### src/rtl/core/pcs_pkg.sv
`default_nettype none

package pcs_pkg;

    typedef logic [7:0]          t_level;
    typedef logic signed [8:0]   t_offset;
    typedef logic signed [16:0]  t_gain;

    localparam t_level      LEVEL_MAX = 8'd255;
    localparam logic [15:0] GAIN_NUM  = 16'd65280;
    localparam logic [15:0] GAIN_SAT  = 16'hFFFF;

    localparam logic OP_MEASURE = 1'b0;
    localparam logic OP_APPLY   = 1'b1;

    typedef enum logic [1:0] {
        CM_GRAY  = 2'd0,
        CM_RGB   = 2'd1,
        CM_YCC   = 2'd2,
        CM_OTHER = 2'd3
    } t_color_mode;

    typedef enum logic [1:0] {
        CFG_AUTO   = 2'd0,
        CFG_COLOR  = 2'd1,
        CFG_OFFSET = 2'd2,
        CFG_GAIN   = 2'd3
    } t_cfg_idx;

endpackage

`default_nettype wire

### src/rtl/core/pixel_contrast_stretch.sv
`default_nettype none
// channel   dir  handshake                  payload
// s_axis    in   tvalid / tready            tdata {ch_c, ch_b, ch_a}, tuser {first, operation}
// m_axis    out  tvalid / tready            tdata {out_c, out_b, out_a}
// cfg       in   we, no wait                addr 0..3, wdata 17 bits
// a measure item is taken in idle; an apply item sends channel a alone (gray, luma-chroma, other)
// or all three channels (rgb), one at a time, through the shared multiplier, then loads the output
// when the gain is stale and the range is not flat, the serial divider runs first
// ready is high only in idle; a held result stalls the next apply at its output load
// reset is synchronous, active low, and returns all config registers to defaults

module pixel_contrast_stretch (
    input  wire logic        i_clk,
    input  wire logic        i_rst_n,
    input  wire logic        i_s_axis_tvalid,
    output logic             o_s_axis_tready,
    input  wire logic [23:0] i_s_axis_tdata,   // ch_a, ch_b, ch_c
    input  wire logic [1:0]  i_s_axis_tuser,   // operation, first_of_frame
    output logic             o_m_axis_tvalid,
    input  wire logic        i_m_axis_tready,
    output logic [23:0]      o_m_axis_tdata,   // out_a, out_b, out_c
    input  wire logic        i_cfg_we,
    input  wire logic [1:0]  i_cfg_addr,
    input  wire logic [16:0] i_cfg_wdata
);
    import pcs_pkg::*;

    typedef enum logic [2:0] {
        S_IDLE,
        S_DIV,
        S_MUL,
        S_CLAMP,
        S_DONE
    } t_state;

    t_state      r_state;
    logic        r_auto;
    t_color_mode r_color_mode;
    t_offset     r_man_offset;
    t_gain       r_man_gain;
    t_level      r_dark;
    t_level      r_bright;
    logic        r_stale;
    logic [15:0] r_auto_gain;
    t_level      r_ch_a, r_ch_b, r_ch_c;
    t_level      r_res_a, r_res_b, r_res_c;
    logic [1:0]  r_idx;
    logic        r_out_valid;
    logic [23:0] r_out_data;

    logic        w_accept;
    logic        w_op;
    logic        w_first;
    t_level      w_a, w_b, w_c;
    logic        w_meas_all;
    t_level      n_dark, n_bright;
    logic        w_div_start;
    logic        w_div_done;
    logic [15:0] w_quot;
    t_level      w_mul_ch;
    t_offset     w_offset;
    t_gain       w_gain;
    t_level      w_level;
    logic        w_last;
    logic        w_load;
    t_level      w_out_b, w_out_c;

    function automatic t_level f_min(input t_level x, input t_level y);
        f_min = (y < x) ? y : x;
    endfunction

    function automatic t_level f_max(input t_level x, input t_level y);
        f_max = (y > x) ? y : x;
    endfunction

    assign o_s_axis_tready = (r_state == S_IDLE);
    assign w_accept = i_s_axis_tvalid && o_s_axis_tready;
    assign w_op     = i_s_axis_tuser[0];
    assign w_first  = i_s_axis_tuser[1];
    assign w_a      = i_s_axis_tdata[7:0];
    assign w_b      = i_s_axis_tdata[15:8];
    assign w_c      = i_s_axis_tdata[23:16];

    always_comb begin
        w_meas_all = (r_color_mode == CM_RGB) || (r_color_mode == CM_OTHER);
        n_dark     = f_min(w_first ? LEVEL_MAX : r_dark, w_a);
        n_bright   = f_max(w_first ? 8'd0 : r_bright, w_a);
        if (w_meas_all) begin
            n_dark   = f_min(f_min(n_dark, w_b), w_c);
            n_bright = f_max(f_max(n_bright, w_b), w_c);
        end
    end

    assign w_div_start = w_accept && (w_op == OP_APPLY) && r_stale && (r_bright > r_dark);

    pcs_div u_div (
        .i_clk     (i_clk),
        .i_rst_n   (i_rst_n),
        .i_start   (w_div_start),
        .i_divisor (r_bright - r_dark),
        .o_done    (w_div_done),
        .o_quot    (w_quot)
    );

    always_comb begin
        case (r_idx)
            2'd0:    w_mul_ch = r_ch_a;
            2'd1:    w_mul_ch = r_ch_b;
            default: w_mul_ch = r_ch_c;
        endcase
        w_offset = r_auto ? t_offset'({1'b0, r_dark}) : r_man_offset;
        w_gain   = r_auto ? t_gain'({1'b0, r_auto_gain}) : r_man_gain;
    end

    pcs_mul u_mul (
        .i_clk    (i_clk),
        .i_ch     (w_mul_ch),
        .i_offset (w_offset),
        .i_gain   (w_gain),
        .o_level  (w_level)
    );

    always_comb begin
        w_last = (r_idx == 2'd2) || (r_color_mode != CM_RGB);
        w_load = (r_state == S_DONE) && (!r_out_valid || i_m_axis_tready);
        case (r_color_mode)
            CM_GRAY: begin
                w_out_b = r_res_a;
                w_out_c = r_res_a;
            end
            CM_RGB: begin
                w_out_b = r_res_b;
                w_out_c = r_res_c;
            end
            default: begin
                w_out_b = r_ch_b;
                w_out_c = r_ch_c;
            end
        endcase
    end

    always_ff @(posedge i_clk) begin
        if (!i_rst_n) begin
            r_state      <= S_IDLE;
            r_auto       <= 1'b1;
            r_color_mode <= CM_RGB;
            r_man_offset <= '0;
            r_man_gain   <= 17'sd256;
            r_dark       <= LEVEL_MAX;
            r_bright     <= '0;
            r_stale      <= 1'b1;
            r_auto_gain  <= '0;
            r_idx        <= '0;
            r_out_valid  <= 1'b0;
        end else begin
            if (i_cfg_we) begin
                case (t_cfg_idx'(i_cfg_addr))
                    CFG_AUTO:   r_auto       <= i_cfg_wdata[0];
                    CFG_COLOR:  r_color_mode <= t_color_mode'(i_cfg_wdata[1:0]);
                    CFG_OFFSET: r_man_offset <= t_offset'(i_cfg_wdata[8:0]);
                    CFG_GAIN:   r_man_gain   <= t_gain'(i_cfg_wdata);
                    default:    ;
                endcase
            end

            if (o_m_axis_tvalid && i_m_axis_tready && !w_load) begin
                r_out_valid <= 1'b0;
            end

            case (r_state)
                S_IDLE: begin
                    if (w_accept) begin
                        if (w_op == OP_MEASURE) begin
                            r_dark   <= n_dark;
                            r_bright <= n_bright;
                            r_stale  <= 1'b1;
                        end else begin
                            r_ch_a <= w_a;
                            r_ch_b <= w_b;
                            r_ch_c <= w_c;
                            r_idx  <= '0;
                            if (w_div_start) begin
                                r_state <= S_DIV;
                            end else begin
                                if (r_stale) begin
                                    r_auto_gain <= GAIN_SAT;
                                    r_stale     <= 1'b0;
                                end
                                r_state <= S_MUL;
                            end
                        end
                    end
                end
                S_DIV: begin
                    if (w_div_done) begin
                        r_auto_gain <= w_quot;
                        r_stale     <= 1'b0;
                        r_state     <= S_MUL;
                    end
                end
                S_MUL: begin
                    r_state <= S_CLAMP;
                end
                S_CLAMP: begin
                    case (r_idx)
                        2'd0:    r_res_a <= w_level;
                        2'd1:    r_res_b <= w_level;
                        default: r_res_c <= w_level;
                    endcase
                    if (w_last) begin
                        r_state <= S_DONE;
                    end else begin
                        r_idx   <= r_idx + 2'd1;
                        r_state <= S_MUL;
                    end
                end
                S_DONE: begin
                    if (w_load) begin
                        r_out_data  <= {w_out_c, w_out_b, r_res_a};
                        r_out_valid <= 1'b1;
                        r_state     <= S_IDLE;
                    end
                end
                default: begin
                    r_state <= S_IDLE;
                end
            endcase
        end
    end

    assign o_m_axis_tvalid = r_out_valid;
    assign o_m_axis_tdata  = r_out_data;

    a_apply_busy: assert property (@(posedge i_clk) disable iff (!i_rst_n)
        (w_accept && (w_op == OP_APPLY)) |=> !o_s_axis_tready)
        else $error("apply item did not occupy the block");

    a_range_order: assert property (@(posedge i_clk) disable iff (!i_rst_n)
        (w_accept && (w_op == OP_MEASURE)) |=> (r_dark <= r_bright))
        else $error("measured range inverted");

    a_div_owner: assert property (@(posedge i_clk) disable iff (!i_rst_n)
        w_div_done |-> (r_state == S_DIV))
        else $error("divider finished outside gain update");

    a_idx_range: assert property (@(posedge i_clk) disable iff (!i_rst_n)
        ((r_state == S_MUL) && (r_color_mode != CM_RGB)) |-> (r_idx == 2'd0))
        else $error("extra channel issued outside rgb");

endmodule

`default_nettype wire

### src/rtl/core/pcs_div.sv
`default_nettype none

module pcs_div (
    input  wire logic          i_clk,
    input  wire logic          i_rst_n,
    input  wire logic          i_start,
    input  wire pcs_pkg::t_level i_divisor,
    output logic               o_done,
    output logic [15:0]        o_quot
);
    import pcs_pkg::*;

    logic        r_busy;
    logic        r_done;
    logic [3:0]  r_cnt;
    logic [7:0]  r_rem;
    logic [15:0] r_dvd;
    logic [15:0] r_quot;
    t_level      r_dsr;

    logic [8:0]  w_rem_s;
    logic [8:0]  w_diff;
    logic        w_ge;

    // one restoring step per cycle
    always_comb begin
        w_rem_s = {r_rem, r_dvd[15]};
        w_diff  = w_rem_s - {1'b0, r_dsr};
        w_ge    = (w_rem_s >= {1'b0, r_dsr});
    end

    always_ff @(posedge i_clk) begin
        if (!i_rst_n) begin
            r_busy <= 1'b0;
            r_done <= 1'b0;
            r_cnt  <= '0;
        end else begin
            r_done <= 1'b0;
            if (i_start) begin
                r_busy <= 1'b1;
                r_cnt  <= 4'd15;
                r_rem  <= '0;
                r_dvd  <= GAIN_NUM;
                r_quot <= '0;
                r_dsr  <= i_divisor;
            end else if (r_busy) begin
                r_rem  <= w_ge ? w_diff[7:0] : w_rem_s[7:0];
                r_quot <= {r_quot[14:0], w_ge};
                r_dvd  <= {r_dvd[14:0], 1'b0};
                r_cnt  <= r_cnt - 4'd1;
                if (r_cnt == 4'd0) begin
                    r_busy <= 1'b0;
                    r_done <= 1'b1;
                end
            end
        end
    end

    assign o_done = r_done;
    assign o_quot = r_quot;

endmodule

`default_nettype wire

### src/rtl/core/pcs_mul.sv
`default_nettype none

module pcs_mul (
    input  wire logic             i_clk,
    input  wire pcs_pkg::t_level  i_ch,
    input  wire pcs_pkg::t_offset i_offset,
    input  wire pcs_pkg::t_gain   i_gain,
    output pcs_pkg::t_level       o_level
);
    import pcs_pkg::*;

    logic signed [9:0]  w_diff;
    logic signed [26:0] w_prod;
    logic signed [26:0] r_prod;

    always_comb begin
        w_diff = $signed({2'b00, i_ch}) - $signed({i_offset[8], i_offset});
        w_prod = 27'(w_diff) * 27'(i_gain);
    end

    always_ff @(posedge i_clk) begin
        r_prod <= w_prod;
    end

    // truncate q8.8, clamp to 0..255
    always_comb begin
        if (r_prod[26] || (r_prod == '0)) begin
            o_level = '0;
        end else if (|r_prod[25:16]) begin
            o_level = LEVEL_MAX;
        end else begin
            o_level = r_prod[15:8];
        end
    end

endmodule

`default_nettype wire

### config.mk
export PLATFORM = sky130hd
export DESIGN_NAME = pixel_contrast_stretch
export DESIGN_NICKNAME = d
export VERILOG_FILES = /design/src/rtl/core/pcs_pkg.sv /design/src/rtl/core/pixel_contrast_stretch.sv /design/src/rtl/core/pcs_div.sv /design/src/rtl/core/pcs_mul.sv
export SDC_FILE = /design/constraint.sdc
export NUM_CORES = 1
export LEC_CHECK = 0
export BUFFER_PORTS_ARGS = -buffer_cell sky130_fd_sc_hd__buf_2
export CORE_MARGIN = 2
export CORE_UTILIZATION = 52
export CTS_BUF_LIST = sky130_fd_sc_hd__clkbuf_8
export DETAILED_ROUTE_END_ITERATION = 8
export PLACE_DENSITY = 0.74
export SYNTH_ARGS = -nofsm -noshare
export SYNTH_HDL_FRONTEND = slang
export SYNTH_SLANG_ARGS = --single-unit
### constraint.sdc
create_clock -name i_clk -period 7.9 [get_ports i_clk]
set_input_delay 2.37 -clock i_clk [delete_from_list [all_inputs] [get_ports i_clk]]
set_output_delay 2.37 -clock i_clk [all_outputs]
set_load 0.05 [all_outputs]
======== Word level (Yosys, flattened, before mapping) ========
Cells that the tools add are included.
word-level totals
  input port bits ......................... 50
  logic and storage cells ................. 157
  bits in latches ......................... 0
  memories ................................ 0
  bits in registers ....................... 213
  output and inout port bits .............. 26
  memory bits (writable) .................. 0
  bits in read-only memories .............. 0
cells by class
  multipliers ............................. 1
  mux-type cells .......................... 52
  bitwise logic cells ..................... 4
  reductions and logical operators ........ 41
  magnitude comparators ................... 8
  add/sub/neg operators ................... 5
  eq/ne operators ......................... 20
  divide/modulo/power cells ............... 0
  shifts and indexed selects .............. 0
operator list
  cell                count
  $mux 16             7
  $mux 8              14
  $pmux 8 s2          3
  $gt 8x8->1          4
  $pmux 16 s2         1
  $logic_not 27->1    1
  $mul 10x17->27      1
  $lt 8x8->1          3
  $mux 17             1
  $reduce_and 4->1    4
  $sub 8x8->8         2
  $mux 3              5
  $pmux 3 s5          1
  $reduce_and 3->1    5
  $reduce_and 2->1    6
  $mux 1              11
  $ne 2x1->1 const B  5
  $reduce_or 10->1    1
  $sub 9x9->10        1
  $ge 9x8->1          1
  $mux 9              1
  $eq 2x2->1 const B  4
  $mux 2              4
  $mux 4              2
  21 further kinds    43

======== Logic depth before layout (Yosys ltp) ========
  depth after elaboration ................. 9
  mapped depth ............................ 36
  mapped depth without buffers ............ 33

======== By module ========
From an unflattened synthesis, not the netlist that was laid out.
second synthesis, totals
  cell total of the unflattened synthesis .. 1885
  area total of the unflattened synthesis .. 17516.8 um2
by module, submodules not included
  module                  instances  area each (um2)  sequential area each (um2)  cells each
  pixel_contrast_stretch  1          7777.5           3523.4                      834
  pcs_mul                 1          7527.2           380.4                       879
  pcs_div                 1          2212.1           1321.3                      172

======== Worst setup path before layout ========
Ideal clock, no wire load.
  path kind ............................... register to register
  start ................................... reg r_auto
  end ..................................... reg u_mul.r_prod[26]
  buffers on the path ..................... 6
  data arrival time ....................... 7.909 ns
  path slack .............................. -0.127 ns
  setup time .............................. 0.118 ns
  clock period less this slack ............ 8.027 ns
  required time ........................... 7.782 ns
  cell stages (with the launch flop) ...... 34
  path through ............................ dfxtp_1 buf_2 buf_2 buf_1 mux2_2 ha_1 fa_1 nor2b_1 o21ai_1 a21boi_1 o21ai_1 a21boi_1 o21a_1 or3_1 buf_2 buf_2 a21oi_1 fa_1 inv_1 fa_1 fa_1 fa_1 fa_1 inv_1 ha_1 clkbuf_1 a21o_1 a21o_1 a21oi_1 o21ai_0 a21o_1 a32o_1 o41a_1 xnor2_1
between the ends
  cells in the longest elaborated chain, start to end .. 3
  elaborated cells on any way between the ends .. 4
  those cells by class .................... add/sub: 1; mul: 1; mux: 2
RTL lines
  item                    line                           source
  start, declared         pixel_contrast_stretch.sv:37   logic r_auto;
  start signal, assigned  pixel_contrast_stretch.sv:158  CFG_AUTO: r_auto <= i_cfg_wdata[0];
  $mux 9                  pixel_contrast_stretch.sv:111  w_offset = r_auto ? t_offset'({1'b0, r_dark}) : r_man_offset;
  $sub 9x9->10            pcs_mul.sv:17                  w_diff = $signed({2'b00, i_ch}) - $signed({i_offset[8], i_offset});
  $mul 10x17->27 (*)      pcs_mul.sv:18                  w_prod = 27'(w_diff) * 27'(i_gain);
  net u_mul.w_prod[26]    pcs_mul.sv:13                  logic signed [26:0] w_prod;
  end signal, assigned    pcs_mul.sv:22                  r_prod <= w_prod;
  end, declared           pcs_mul.sv:14                  logic signed [26:0] r_prod;
The timed path passes the listed nets; every way through them passes the cells marked *.
A chain may end at the register's enable or synchronous reset.

======== Final worst setup path ========
  start ................................... reg r_idx[0]
  end ..................................... reg u_mul.r_prod[26]
between the ends
  cells in the longest elaborated chain, start to end .. 4
  elaborated cells on any way between the ends .. 5
  those cells by class .................... add/sub: 1; mul: 1; eq/ne: 1; mux: 1; reduce/logical: 1
RTL lines
  item                                           line                           source
  start, declared                                pixel_contrast_stretch.sv:47   logic [1:0] r_idx;
  start signal, assigned                         pixel_contrast_stretch.sv:213  r_idx <= r_idx + 2'd1;
  $eq 2x1->1 or $logic_not 2->1 (tied branches)  pixel_contrast_stretch.sv:106  case (r_idx)
  $pmux 8 s2 (*)                                 pixel_contrast_stretch.sv:106
  $sub 9x9->10 (*)                               pcs_mul.sv:17
  $mul 10x17->27 (*)                             pcs_mul.sv:18
  net u_mul.w_prod[26]                           pcs_mul.sv:13
Marks and branches as above.

==> results.json <==
{
  "status": "finished clean",
  "area_growth_pct": 11.7,
  "h-tree-depth": 2,
  "cts_root_buf": "clkbuf_8",
  "setup_tns_ns": 0,
  "holdWs_ns": 0.445,
  "synth.cell_area_sq_um": 17300,
  "setup_viol": 0,
  "slowest_delay_ns": 0.60,
  "drc": 0,
  "portBuffers": 75,
  "overflow": 0,
  "post_drt_wl_per_cell_microns": 18.8,
  "p_per_area_nw_per_um2": 290,
  "ys_seq_elements": 213,
  "cp.required_ns": 8.30,
  "tightest_slew_ns": 1.17,
  "rsz0062_at_grt": "yes",
  "crit_arrival_ns": 8.02,
  "nets": 2284,
  "synth_top_area_share_pct": 19.4,
  "drive_above_1_share_pct": 14.4,
  "final.period_utilization_pct": 96.4,
  "finalCriticalPeriod_ns": 7.61,
  "swShare_pct": 42.4,
  "r2r_start": "r_idx[0]$_SDFFE_PN0P_",
  "syn_nets": 2181,
  "synth_cell_types": 89,
  "fmax_mhz": 131,
  "synthXorXnorAreaFrac_pct": 1.97,
  "clkLatencyLatePin_ns": 0.55,
  "p_switching_uw": 2380,
  "holdBufCountCts": 0,
  "setup.worst_path.class": "reg2reg",
  "antenna_found_initial": 0,
  "clockBufferDepth": 3,
  "drtIter0Drc": 1392,
  "antenna_cells": 0,
  "rows": 66,
  "synth_edf_count": 112,
  "grt_pass1_wl_mm": 72.5,
  "die_w_microns": 187,
  "via_count": 13700,
  "max-slew-margin-rel_pct": 22.1,
  "cts_inserted_buffers": 38,
  "crit_top_cell": "fa_1",
  "leakagePower_uw": 0.00864,
  "ant_nets": 0,
  "post_synth_and_or_nand_nor_area_fraction_pct": 14.7,
  "power_frac_seq_pct": 24.2,
  "yosysWarningCount": 0,
  "cts_num_sinks": 213,
  "dpl.hpwl_mm": 35.7,
  "synth_mux_area_share_pct": 3.38,
  "drt-total-wl_mm": 45.5,
  "synth_fa_ha_area_share_pct": 27.1,
  "yosysTopAreaCell": "edfxtp_1",
  "maxSlewViolCount": 0,
  "start_util_pct": 53.0,
  "crit_slowest_cell": "fa_1",
  "place.gp.congestion": 0.953,
  "internal-power_uw": 3230,
  "cp-startpoint": "r_idx[0]$_SDFFE_PN0P_",
  "synth-compound-area-share_pct": 14.5,
  "worstSetupEndpointType": "register",
  "postSynthAreaPerCell_sq_um": 9.40,
  "maxCapViolCount": 0,
  "seq_area_frac_synth_pct": 31.1,
  "track_usage_pct": 26.1,
  "core_region_area_sq_um": 32700,
  "clkPwrFrac_pct": 18.6,
  "fp.dieH_microns": 187,
  "path_max_fanout": 13,
  "async_flop_share_pct": 0,
  "final-hold-violation-count": 0,
  "tritoncts": "done",
  "design.die.area_sq_um": 34800,
  "synth_ff_type": "edfxtp_1",
  "clkSlewWorstSetupHoldPaths_ns": 0.06,
  "pwr-share-comb_pct": 57.2,
  "routed_via_density": 5.64,
  "synth_area_leaders": "edfxtp_1 (19%), fa_1 (17%), dfxtp_1 (12%)",
  "clock_skew_ns": 0.0325,
  "grt_max_degree": 56,
  "hp-start": "r_res_a[6]$_DFFE_PP_",
  "min_path_type": "reg2reg",
  "first_global_vias": 13700,
  "num_io_pins": 76,
  "peakVddDrop_uv": 214,
  "synth_top_family_by_area": "adder cells",
  "synth_cells": 1845,
  "critPathLaunchType": "register",
  "dr.pass1.iters": 6
}
[routing by layer]
metal / track usage, % / vias up / wire, microns / part of all wire (%)
met1: 36.9 / 6594 / 20600 / 45
met2: 41.5 / 586 / 20300 / 45
met4: 6.23 / 0 / 941 / 2.1
li1: - / 6401 / - / -
met5: 0 / - / 0 / 0
met3: 4.87 / 73 / 3680 / 8.1
[cell usage in the layout (no fill, tap or decap), types with 19 or more instances in the layout]
cell type	synthesis	final
a21o_1	23	23
edfxtp_1	112	112
mux2i_1	35	35
inv_1	263	277
nand2_1	173	173
o21ai_0	56	54
dfxtp_1	101	100
nor2_1	179	177
ha_1	136	133
buf_2	14	75
mux2_2	21	21
buf_4	1	52
nand2b_1	34	34
and2_1	19	19
clkbuf_8	0	44
fa_1	150	149
a211oi_1	26	25
a21oi_1	129	122
nor2b_1	27	27
xnor2_1	30	30
nor3_1	38	38
[synthesized netlist by cell type, types with 14 or more instances]
library cell and count:
xnor2_1 30, a21o_1 23, nor2_1 179, ha_1 136
nand3_1 14, or2_2 15, a21oi_1 129, nand2_1 173
mux2i_1 35, inv_1 263, mux2_2 21, nor3_1 38
buf_2 14, o21ai_1 16, a211oi_1 26, dfxtp_1 101
nand2b_1 34, edfxtp_1 112, and2_1 19, clkbuf_1 46
o21ai_0 56, o21a_1 18, nor2b_1 27, fa_1 150
[final cells by class]
type | instances | area, sq um
Clock inverter | 26 | 183
Timing Repair Buffer | 128 | 777
Multi-Input combinational cell | 1300 | 10900
Fill cell | 2821 | 13300
Inverter | 267 | 1000
Sequential cell | 213 | 5390
Tap cell | 442 | 553
Clock buffer | 44 | 606
[critical path: cells and delay by family (launching register included)]
kind | cells | cell delay [ns]
adders and majority gates | 8 | 3.50
and+or+nand+nor | 4 | 0.88
xor gates and xnor gates | 1 | 0.13
DFF | 1 | 0.36
AOI/OAI and AO/OA | 11 | 2.10
buffers and inverters | 5 | 0.48
[registers in the layout (all words and copies together) (netlist names), 9 cells and up]
signal and flops:
u_mul.r_prod 27, o_m_axis_tdata 24, r_man_offset 9, u_div.o_quot 16, r_man_gain 17, r_auto_gain 16
[logic make-up (layout without fill, tap and decap cells)]
logic type,count (synthesis),count (layout)
simple gates,550,550
flops,213,213
buf+inv,332,465
xor+xnor,39,39
mux,56,56
fa+ha+maj,286,286
compound gates,369,369
[final timing paths]
path                                                     to  slack [ns]  depth (start not counted)
worst min register to register  o_m_axis_tdata[6]$_DFFE_PP_        0.45                          0
worst min-delay path            o_m_axis_tdata[6]$_DFFE_PP_        0.45                          0
worst max-delay path               u_mul.r_prod[26]$_DFF_P_        0.29                         29
worst max register to register     u_mul.r_prod[26]$_DFF_P_        0.29                         29
[power by group through the flow]
stage          clock, uW  sequential, uW  combinational, uW
2_1_floorplan          0            1350               2260
3_3_place_gp           0            1380               2860
3_5_place_dp           0            1380               2970
4_1_cts             1060            1360               3030
5_1_grt             1120            1370               3600
6_report            1050            1360               3210
[repair_timing]
item / in CTS / in global routing
setup buffers: 0 / 3
setup endpoints to repair: 3 / 18
gates resized for setup: 5 / 35
pin swaps: 0 / 7
[through the flow]
stage,worst slack (ns),area [sq um],utilization [%],total power (uW),instances
floorplan,0.0654,17300,-,3620,1845
global placement,-0.159,18400,56.2,4230,2347
detailed placement,-0.0745,18400,56.2,4350,2347
CTS,0.0275,19200,58.7,5450,2417
global route,-0.104,19400,59.2,6080,2420
finish,0.288,19400,59.2,5610,2420
Power figures use the tool's default switching activity.
